==> src/hw/rtl/ray_grid_histogram_assert.svh <==
// Assertion macros shared by the ray grid histogram RTL.
// Expects clk and rst_n in the including scope; no other dependencies.
`ifndef RAY_GRID_HISTOGRAM_ASSERT_SVH
`define RAY_GRID_HISTOGRAM_ASSERT_SVH

// same-cycle implication
`define RGH_ASSERT_NOW(lbl, ante, cons, msg) \
  lbl: assert property (@(posedge clk) disable iff (!rst_n) (ante) |-> (cons)) else $error(msg);

// next-cycle implication
`define RGH_ASSERT_NEXT(lbl, ante, cons, msg) \
  lbl: assert property (@(posedge clk) disable iff (!rst_n) (ante) |=> (cons)) else $error(msg);

`endif

==> src/hw/rtl/rgh_pkg.sv <==
// Package for the ray grid histogram: field widths, register map, codes,
// control structs and the sequencer state type. No dependencies.
package rgh_pkg;

  localparam int HW_W    = 31;
  localparam int SCALE_W = 31;
  localparam int GRID_W  = 9;
  localparam int POS_W   = 32;
  localparam int BIN_W   = 32;
  localparam int CNT_W   = 48;
  localparam int RC_W    = 8;
  localparam int CFG_AW  = 4;
  localparam int CFG_DW  = 32;

  localparam logic [BIN_W-1:0] BIN_MAX = '1;

  // register indexes (paddr[3:2])
  localparam logic [1:0] REG_HALF_WIDTH  = 2'd0;
  localparam logic [1:0] REG_SCALE       = 2'd1;
  localparam logic [1:0] REG_GRID_IN_USE = 2'd2;

  localparam logic [HW_W-1:0]    HALF_WIDTH_RST  = 31'd65536;
  localparam logic [SCALE_W-1:0] SCALE_RST       = 31'd65536;
  localparam logic [GRID_W-1:0]  GRID_IN_USE_RST = 9'd256;

  localparam logic OP_ADD  = 1'b0;
  localparam logic OP_READ = 1'b1;

  typedef struct packed {
    logic [HW_W-1:0]    half_width;
    logic [SCALE_W-1:0] scale;
    logic [GRID_W-1:0]  grid_in_use;
  } cfg_t;

  typedef struct packed {
    logic ld_sum;
    logic ld_prod;
    logic ld_idx;
  } idx_ctl_t;

  typedef enum logic [2:0] {
    ST_CLEAR,
    ST_IDLE,
    ST_MUL,
    ST_IDX,
    ST_READ,
    ST_WRITE
  } state_t;

endpackage

==> src/hw/rtl/rgh_idx.sv <==
// Bin index unit: offset by half width, Q16.16 multiply by scale, floor and
// clamp to the last grid line. Three enabled stages. Depends on rgh_pkg.
module rgh_idx #(
  parameter int IDX_W = 8
) (
  input  logic                         clk,
  input  rgh_pkg::idx_ctl_t            ctl,
  input  logic [rgh_pkg::POS_W-1:0]    pos,
  input  logic [rgh_pkg::HW_W-1:0]     half_width,
  input  logic [rgh_pkg::SCALE_W-1:0]  scale,
  input  logic [IDX_W-1:0]             last,
  output logic [IDX_W-1:0]             idx
);

  localparam int SUM_W  = rgh_pkg::POS_W;
  localparam int PROD_W = SUM_W + rgh_pkg::SCALE_W;
  localparam int HI_W   = PROD_W - 32;

  logic [SUM_W:0]    sum_w;
  logic [PROD_W-1:0] prod_w;
  logic [SUM_W-1:0]  sum_r, sum_nxt;
  logic [HI_W-1:0]   prod_hi_r, prod_hi_nxt;
  logic [IDX_W-1:0]  idx_r, idx_nxt;

  // only meaningful when |pos| < half_width, then the sum fits in 32 bits
  assign sum_w  = {pos[SUM_W-1], pos} + (SUM_W+1)'(half_width);
  assign prod_w = PROD_W'(sum_r) * PROD_W'(scale);

  always_comb begin
    sum_nxt     = ctl.ld_sum  ? sum_w[SUM_W-1:0]     : sum_r;
    prod_hi_nxt = ctl.ld_prod ? prod_w[PROD_W-1:32]  : prod_hi_r;
    idx_nxt     = idx_r;
    if (ctl.ld_idx) begin
      if (prod_hi_r > HI_W'(last)) begin
        idx_nxt = last;
      end else begin
        idx_nxt = prod_hi_r[IDX_W-1:0];
      end
    end
  end

  always_ff @(posedge clk) begin
    sum_r     <= sum_nxt;
    prod_hi_r <= prod_hi_nxt;
    idx_r     <= idx_nxt;
  end

  assign idx = idx_r;

endmodule

==> config.mk <==
export PLATFORM = sky130hd
export DESIGN_NAME = rgh_idx
export DESIGN_NICKNAME = d
export VERILOG_FILES = /design/src/hw/rtl/ray_grid_histogram_assert.svh /design/src/hw/rtl/rgh_pkg.sv /design/src/hw/rtl/rgh_idx.sv
export SDC_FILE = /design/constraint.sdc
export NUM_CORES = 2
export LEC_CHECK = 0
export BUFFER_PORTS_ARGS = -buffer_cell sky130_fd_sc_hd__clkbuf_2
export CAP_MARGIN = 20
export CORE_ASPECT_RATIO = 0.75
export CORE_MARGIN = 2
export CORE_UTILIZATION = 40
export CTS_CLUSTER_SIZE = 28
export DETAILED_ROUTE_END_ITERATION = 10
export PLACE_DENSITY = 0.6
export SLEW_MARGIN = 20
export SYNTH_ARGS = -nofsm -noshare
export SYNTH_HDL_FRONTEND = slang
export SYNTH_SLANG_ARGS = --single-unit
==> constraint.sdc <==
create_clock -name clk -period 28.2 [get_ports clk]
set_clock_uncertainty 0.1 [all_clocks]
set_input_delay 5.64 -clock clk [delete_from_list [all_inputs] [get_ports clk]]
set_output_delay 5.64 -clock clk [all_outputs]
set_load 0.005 [all_outputs]
==> impl_metrics.toml <==
[status]
status = "finished, final reports clean"

[critical_path]
startpoint = "scale[16]"
cp-end-kind = "flip-flop"
cp.arrival_ns = 13.89
crit_path_top_delay_cell = "a311oi_1"
cp.depth = 24
critPathTopFamily = "adder cells"
worstRegToRegCells = 24
cp.required_ns = 28.23
crit_type = "in -> reg"
crit_fanout = 32
worstSetupStartpointType = "primary input"
reg2reg_from = "sum_r[10]"
r2r_slack_ns = 19.66
cp_num_buf_inv = 5
endpoint = "prod_hi_r[29]"
path_cells = "clkbuf_2, and2_1, fa_1, inv_1, fa_1, inv_1, fa_1, inv_1, fa_1, inv_1, fa_1, fa_1, fa_1, fa_1, ha_1, a21o_1, a31oi_1, o41ai_1, nor3b_1, o211ai_1, a311oi_1, nor2_1, a2111oi_0, and4b_1"
r2r_end = "prod_hi_r[29]"
cpMostUsedCell = "fa_1"
critPathMaxStageDelay_ns = 0.79

[synthesis]
netlist_area_um2 = 35440
synth_edf_count = 71
synth_top_cell_by_area = "fa_1"
synth.most_common_cell = "fa_1"
synth.area.top_cells = "fa_1 (49%), ha_1 (10%), and2_1 (9.2%)"
async_reset_ff_frac = 0
synth_ff_type = "edfxtp_1"
syn_inst = 3795
synth_nets = 5059
synth_top_cells_by_count = "fa_1 (866), inv_1 (835), and2_1 (522), nand2_1 (516), ha_1 (292)"
synth_top_cell_area_share = 0.4891
yosysUniqueCellTypes = 65
syn_area_per_cell_um2 = 9.340
ys_ff_latch = 71
ys_warn_count = 0
seq_area_frac_synth = 0.06015

[min_path]
holdCritPathClass = "reg -> reg"
min_path_cells = 1

[final_layout]
fin_util = 0.4243
layout-drive-gt1-share = 0.04905
syn2layout_area_growth_pct = 5.041
layout.nets = 5010
fill_cells = 8777

[clock_network]
cts_made_buffers = 9
cts_root_buffer = "clkbuf_16"
cts_buffer_depth = 2
clock_latency_ns = 0.37
h-tree-depth = 3
cts_tree = "done"
clkTransAtPathRegs_ns = 0.06
hold_buffers = 0
cts_sinks = 71
post_cts_resized = 0
post_cts_buffers = 0

[global_routing]
grt_overflow = 0
antenna_found_initial = 6
grt_max_degree = 33
grt_pass1_wl_um = 153000
track_usage = 0.2179
grt_pass1_vias = 27260

[sta]
fin_setup_tns_ns = 0
rsz0062_at_grt = "no"
hold_viol = 0
min_period_over_period = 0.4914
finalSetupViolCount = 0
final.min_clock_period_ns = 13.86
relSlewSlack = 0.2431
fmaxAchievable_mhz = 72.17
worst_hold_slack_ns = 0.5082
worst_pin_slew_ns = 1.135
slew_violations = 0

[die]
row_count = 94
die_area_um2 = 91030
die_h_um = 261.8
fp.dieW_um = 347.7
num_io_pins = 114
core-area_um2 = 87740
start_util = 0.4040

[placed_design]
dp_hpwl_um = 72230
place.gp.congestion = 0.8523
portBuffers = 113

[routing]
vias = 25090
wl_per_cell_um = 19.23
drc = 0
viasPerCell = 5.114
ant_nets = 0
finalWirelength_um = 94370
drt_iter0_drc = 1412
drt_first_pass_iters = 5

[run]
maxCapViolCount = 0
## flip-flops by register name, summed over array words and instances (netlist names)
signal and flops:
sum_r 32, prod_hi_r 31, idx 8
## cells in the final DEF (no fill, tap or decap), types with 9 or more instances in the layout
cell / count
a21oi_1: 76
o21bai_1: 10
a31oi_1: 14
a21o_1: 53
fa_1: 866
o21a_1: 10
clkbuf_16: 9
buf_4: 35
nor3_1: 12
nor2_1: 46
xor2_1: 16
xnor2_1: 43
nand4_1: 27
nand3_1: 10
ha_1: 292
clkbuf_2: 113
nor2b_1: 11
edfxtp_1: 71
and2_1: 522
inv_1: 835
o21ai_0: 47
nand2_1: 516
## routing by layer
layer / global-route usage / vias up / share of wire
met1: 0.2931 / 13150 / 0.44
met5: 0 / - / 0
li1: - / 11150 / -
met2: 0.3639 / 643 / 0.48
met3: 0.03383 / 158 / 0.052
met4: 0.06950 / 0 / 0.031
## area by class of cell
type                            instances  area (um^2)  area share
Clock buffer                            9        225.2    0.006049
Inverter                              835         3134     0.08418
Tap cell                             1152         1441     0.03871
Sequential cell                        71         2132     0.05727
Multi-Input combinational cell       2681        29400      0.7896
Timing Repair Buffer                  148        828.3     0.02225
Antenna cell                            4        10.01   0.0002689
Clock inverter                          7        63.81    0.001714
## per-stage QoR
stage	cell area (um^2)	cells	setup WS (ns)
floorplan	35440	3795	15.34
global placement	36930	4887	14.15
detailed placement	36930	4887	14.05
CTS	37220	4903	14.43
global route	37230	4906	14.09
finish	37230	4907	14.34
## worst register-to-register path, delay by kind of cell, from the launching register on
| kind | cells | cell delay (ns) |
|---|---|---|
| compound gates | 6 | 1.91 |
| fa+ha+maj | 9 | 4.34 |
| buf+inv | 5 | 0.52 |
| flops | 1 | 0.36 |
| simple gates | 4 | 1.08 |
## worst min-delay path by stage
stage / from / endpoint / slack [ns]
final: prod_hi_r[0] / idx[0] / 0.51
after global routing: prod_hi_r[0] / idx[0] / 0.53
after CTS: prod_hi_r[0] / idx[0] / 0.52
after detailed placement: prod_hi_r[0] / idx[0] / 0.51
after global placement: prod_hi_r[0] / idx[0] / 0.51
after floorplan: prod_hi_r[0] / idx[0] / 0.45
## cells by family after synthesis
kind of cell,after synthesis,synth area share
and+or+nand+nor,1186,0.1700
adders and majority gates,1158,0.5922
buffers and inverters,1043,0.1105
AOI/OAI and AO/OA,269,0.04970
DFF,71,0.06015
xor gates and xnor gates,59,0.01458
muxes,9,0.002824
Power is left out: the tool's default activity adds up to more than one toggle a clock period on the data nets, which glitch-free logic cannot reach.
