[config.mk]
export PLATFORM = sky130hd
export DESIGN_NAME = rgh_cfg
export DESIGN_NICKNAME = d
export VERILOG_FILES = /design/src/hw/rtl/ray_grid_histogram_assert.svh /design/src/hw/rtl/rgh_pkg.sv /design/src/hw/rtl/rgh_cfg.sv
export SDC_FILE = /design/constraint.sdc
export NUM_CORES = 1
export LEC_CHECK = 0
export BUFFER_PORTS_ARGS = -buffer_cell sky130_fd_sc_hd__buf_2
export CAP_MARGIN = 25
export CORE_UTILIZATION = 47
export CTS_CLUSTER_DIAMETER = 200
export DETAILED_ROUTE_END_ITERATION = 8
export PLACE_DENSITY_LB_ADDON = 0.2
export SLEW_MARGIN = 20
export SYNTH_ARGS = -nofsm -noshare
export SYNTH_HDL_FRONTEND = slang
export SYNTH_SLANG_ARGS = --single-unit
export TNS_END_PERCENT = 10
[constraint.sdc]
create_clock -name clk -period 1.44 [get_ports clk]
set_clock_uncertainty 0.15 [all_clocks]
set_input_delay 0.072 -clock clk [delete_from_list [all_inputs] [get_ports clk]]
set_output_delay 0.072 -clock clk [all_outputs]
set_load 0.02 [all_outputs]
[src/hw/rtl/ray_grid_histogram_assert.svh]
// Assertion macros shared by the ray grid histogram RTL.
// Expects clk and rst_n in the including scope; no other dependencies.
`ifndef RAY_GRID_HISTOGRAM_ASSERT_SVH
`define RAY_GRID_HISTOGRAM_ASSERT_SVH

// same-cycle implication
`define RGH_ASSERT_NOW(lbl, ante, cons, msg) \
  lbl: assert property (@(posedge clk) disable iff (!rst_n) (ante) |-> (cons)) else $error(msg);

// next-cycle implication
`define RGH_ASSERT_NEXT(lbl, ante, cons, msg) \
  lbl: assert property (@(posedge clk) disable iff (!rst_n) (ante) |=> (cons)) else $error(msg);

`endif

[src/hw/rtl/rgh_pkg.sv]
// Package for the ray grid histogram: field widths, register map, codes,
// control structs and the sequencer state type. No dependencies.
package rgh_pkg;

  localparam int HW_W    = 31;
  localparam int SCALE_W = 31;
  localparam int GRID_W  = 9;
  localparam int POS_W   = 32;
  localparam int BIN_W   = 32;
  localparam int CNT_W   = 48;
  localparam int RC_W    = 8;
  localparam int CFG_AW  = 4;
  localparam int CFG_DW  = 32;

  localparam logic [BIN_W-1:0] BIN_MAX = '1;

  // register indexes (paddr[3:2])
  localparam logic [1:0] REG_HALF_WIDTH  = 2'd0;
  localparam logic [1:0] REG_SCALE       = 2'd1;
  localparam logic [1:0] REG_GRID_IN_USE = 2'd2;

  localparam logic [HW_W-1:0]    HALF_WIDTH_RST  = 31'd65536;
  localparam logic [SCALE_W-1:0] SCALE_RST       = 31'd65536;
  localparam logic [GRID_W-1:0]  GRID_IN_USE_RST = 9'd256;

  localparam logic OP_ADD  = 1'b0;
  localparam logic OP_READ = 1'b1;

  typedef struct packed {
    logic [HW_W-1:0]    half_width;
    logic [SCALE_W-1:0] scale;
    logic [GRID_W-1:0]  grid_in_use;
  } cfg_t;

  typedef struct packed {
    logic ld_sum;
    logic ld_prod;
    logic ld_idx;
  } idx_ctl_t;

  typedef enum logic [2:0] {
    ST_CLEAR,
    ST_IDLE,
    ST_MUL,
    ST_IDX,
    ST_READ,
    ST_WRITE
  } state_t;

endpackage

[src/hw/rtl/rgh_cfg.sv]
// APB-style register file for half_width, scale and grid_in_use.
// Depends on rgh_pkg.
module rgh_cfg (
  input  logic                       clk,
  input  logic                       rst_n,
  input  logic                       psel,
  input  logic                       penable,
  input  logic                       pwrite,
  input  logic [rgh_pkg::CFG_AW-1:0] paddr,
  input  logic [rgh_pkg::CFG_DW-1:0] pwdata,
  output logic [rgh_pkg::CFG_DW-1:0] prdata,
  output logic                       pready,
  output rgh_pkg::cfg_t              cfg
);

  rgh_pkg::cfg_t cfg_r, cfg_nxt;
  logic          wr_en;

  assign pready = 1'b1;
  assign wr_en  = psel && penable && pwrite && pready;

  always_comb begin
    cfg_nxt = cfg_r;
    if (wr_en) begin
      unique case (paddr[3:2])
        rgh_pkg::REG_HALF_WIDTH:  cfg_nxt.half_width  = pwdata[rgh_pkg::HW_W-1:0];
        rgh_pkg::REG_SCALE:       cfg_nxt.scale       = pwdata[rgh_pkg::SCALE_W-1:0];
        rgh_pkg::REG_GRID_IN_USE: cfg_nxt.grid_in_use = pwdata[rgh_pkg::GRID_W-1:0];
        default: ;
      endcase
    end
  end

  always_ff @(posedge clk) begin
    if (!rst_n) begin
      cfg_r.half_width  <= rgh_pkg::HALF_WIDTH_RST;
      cfg_r.scale       <= rgh_pkg::SCALE_RST;
      cfg_r.grid_in_use <= rgh_pkg::GRID_IN_USE_RST;
    end else begin
      cfg_r <= cfg_nxt;
    end
  end

  always_comb begin
    unique case (paddr[3:2])
      rgh_pkg::REG_HALF_WIDTH:  prdata = rgh_pkg::CFG_DW'(cfg_r.half_width);
      rgh_pkg::REG_SCALE:       prdata = rgh_pkg::CFG_DW'(cfg_r.scale);
      rgh_pkg::REG_GRID_IN_USE: prdata = rgh_pkg::CFG_DW'(cfg_r.grid_in_use);
      default:                  prdata = '0;
    endcase
  end

  assign cfg = cfg_r;

endmodule

==> impl_metrics.py <==
metrics = {
    "critical_path": {
        "startpoint_type": "register",
        "critPathMaxFanout": 3,
        "critPathMaxStageDelay_ps": 360,
        "critPathKind": "reg2out",
        "arrival_ps": 1160,
        "endpoint_kind": "output pin",
        "worstPathRequired_ps": 1220,
        "slowest_stage": "dfxtp_1",
        "crit_chain": "mux2i_1, o21ai_0, buf_4",
    },
    "run_status": {
        "violations": "design-rule violations",
        "outcome": "finished with violations",
    },
    "power_and_ir_drop": {
        "p_leak_nw": 2.36,
        "p_per_area_nw_per_um2": 883,
        "peakVddDrop_v": 0.000458,
    },
    "sta": {
        "min_period_over_period": 0.962,
        "rsz0062_at_grt": "false",
        "finalCriticalPeriod_ps": 1380,
        "fin_ws_ps": 55.3,
        "tns_ps": 0,
        "timing.final.max_slew_violations": 0,
        "setup_viol": 0,
        "max_freq_ghz": 0.722,
        "hold_viol_final": 0,
    },
    "finish": {
        "drive_gt1_frac": 0.325,
        "largest_reg_flops": 71,
        "fin_nets": 559,
        "area_growth_syn_to_layout_pct": 41.2,
        "utilization": 0.701,
        "diodes": 0,
    },
    "synth": {
        "synthMuxAreaShare": 0.314,
        "synth_most_common_cell": "nand2_1",
        "seq_area_frac_synth": 0.441,
        "synth_compound_area_frac": 0.0163,
        "syn_nets": 393,
        "synth-async-reset-ratio": 0,
        "synth_area_leaders": "dfxtp_1 44%, mux2i_1 31%, nand2_1 12%",
        "synthTopCellsByCount": "107 x nand2_1, 101 x mux2i_1, 71 x dfxtp_1",
        "yosys.area_share.adder": 0,
        "syn_area_sq_um": 3220,
        "synth-edff-count": 0,
        "yosysWarnings": 0,
        "ys.flop_type": "dfxtp_1",
        "yosysTopAreaCellShare": 0.441,
        "synth_cell_type_count": 18,
        "synthCells": 352,
        "synth.avg_cell_area_sq_um": 9.16,
        "synthSimpleGateAreaFrac": 0.173,
        "synth_xor_xnor_area_share": 0,
        "synth_top_family_by_area": "multiplexers",
        "synth_area_leader_cell": "dfxtp_1",
        "ys_ff_latch": 71,
    },
    "detailed_routing": {
        "vias": 2993,
        "post_drt_wl_per_cell_microns": 13.8,
        "viasPerCell": 4.99,
        "dr.pass1.iters": 9,
        "wl_mm": 8.28,
        "post-route-drc-count": 10,
        "final_antenna_net_count": 0,
        "dr.first_iter.drc_count": 113,
    },
    "clocking": {
        "clockRootBuffer": "clkbuf_8",
        "cts_max_level": 3,
        "post_cts_buffers": 0,
        "cts_num_sinks": 71,
        "tritoncts": "built",
        "clock_latency_ps": 330,
        "clk_pin_slew_worst_paths_ps": 80,
        "cts_max_path_buffers": 2,
        "cts_buffers": 9,
    },
    "floorplanning": {
        "io_pins": 145,
        "die_w_microns": 84.8,
        "core_sq_um": 6490,
        "dieArea_sq_um": 7190,
        "die-height_microns": 84.8,
        "num_rows": 29,
        "start_util": 0.496,
    },
    "global_route": {
        "antenna_found_initial": 0,
        "grt_pass1_vias": 2786,
        "grt_start_max_net_pins": 50,
        "grt.total_usage": 0.229,
        "grt_pass1_wl_mm": 13.0,
        "grt_overflow_total": 0,
    },
    "hold_path": {
        "hold_path_class": "in2reg",
    },
    "placement": {
        "io_buffers": 139,
        "place_ws_ps": 94.2,
        "hpwl_mm": 5.54,
        "gp_congestion": 0.765,
    },
    "flow_run": {
        "cap_violations": 0,
    },
}
[final cells by class]
| class | count | area [sq um] |
|---|---|---|
| fillers | 536 | 1940 |
| repair buffers | 184 | 1200 |
| clock buffers | 10 | 138 |
| clock inverters | 6 | 60.1 |
| inverters | 1 | 3.75 |
| well taps | 77 | 96.3 |
| flip-flops and latches | 71 | 1420 |
| multi-input cells | 251 | 1630 |
[metal layers]
layer  global-route usage  vias to the layer above  share of wire
met5                    0                        -              0
met4               0.0971                        0          0.014
met3               0.0360                       12          0.038
li1                     -                     1491              -
met1                0.265                     1407           0.42
met2                0.421                       83           0.52
[timing repair]
action / in CTS / in global routing
endpoints found under the hold margin: 71 / 0
resized for setup: 0 / 3
setup endpoints to repair: 0 / 3
hold buffers: 32 / 0
[kinds of logic after synthesis]
group,Yosys count
DFF,71
other,2
AOI/OAI and AO/OA,10
buffers and inverters,30
and+or+nand+nor,138
muxes,101
[per-stage QoR]
stage | total power [W] | std cells | hold WS (ps) | instance area (sq um)
finish | 0.00402 | 600 | 48.7 | 4550
global route | 0.00417 | 600 | 50.6 | 4550
CTS | 0.00404 | 600 | 38.6 | 4550
detailed placement | 0.00244 | 552 | 203 | 4030
global placement | 0.00243 | 552 | 194 | 4030
floorplan | 0.00229 | 352 | 83.5 | 3220
[power breakdown]
group          total (W)  switching, W  internal (W)
Clock            0.00156      0.000718      0.000837
Combinational   0.000453      0.000242      0.000211
Sequential       0.00201     0.0000204       0.00199
Total            0.00402      0.000980       0.00304
[layout by cell type (no fill, tap or decap)]
master	netlist	final
inv_1	1	1
o211ai_1	1	1
nor3b_4	1	1
clkinvlp_4	0	2
and3_4	1	1
clkbuf_8	0	10
conb_1	2	2
clkinv_2	0	3
dfxtp_1	71	71
nor2_1	22	22
nand2_1	107	107
o21ai_0	9	7
buf_12	0	7
nand3_1	1	1
nand3b_1	1	1
o21ai_1	0	2
and2_1	1	1
dlygate4sd3_1	0	32
buf_2	9	138
nor2b_1	4	4
buf_4	4	7
bufinv_16	0	1
mux2i_1	101	101
[path summary, 6_finish.rpt]
check	cells after the start	end	slack, ps	start
worst min-delay path	4	cfg[8]	50	penable
worst max-delay path	3	prdata[7]	60	cfg[16]
worst min register to register	2	cfg[14]	330	cfg[14]
worst max register to register	2	cfg[8]	640	cfg[8]
[critical path, delay by kind of cell (launching register included)]
family                 cells  cell delay [ps]
DFF                        1              360
AOI/OAI and AO/OA          1              200
buffers and inverters      1              190
muxes                      1               80
(Power assumes the default switching activity.)
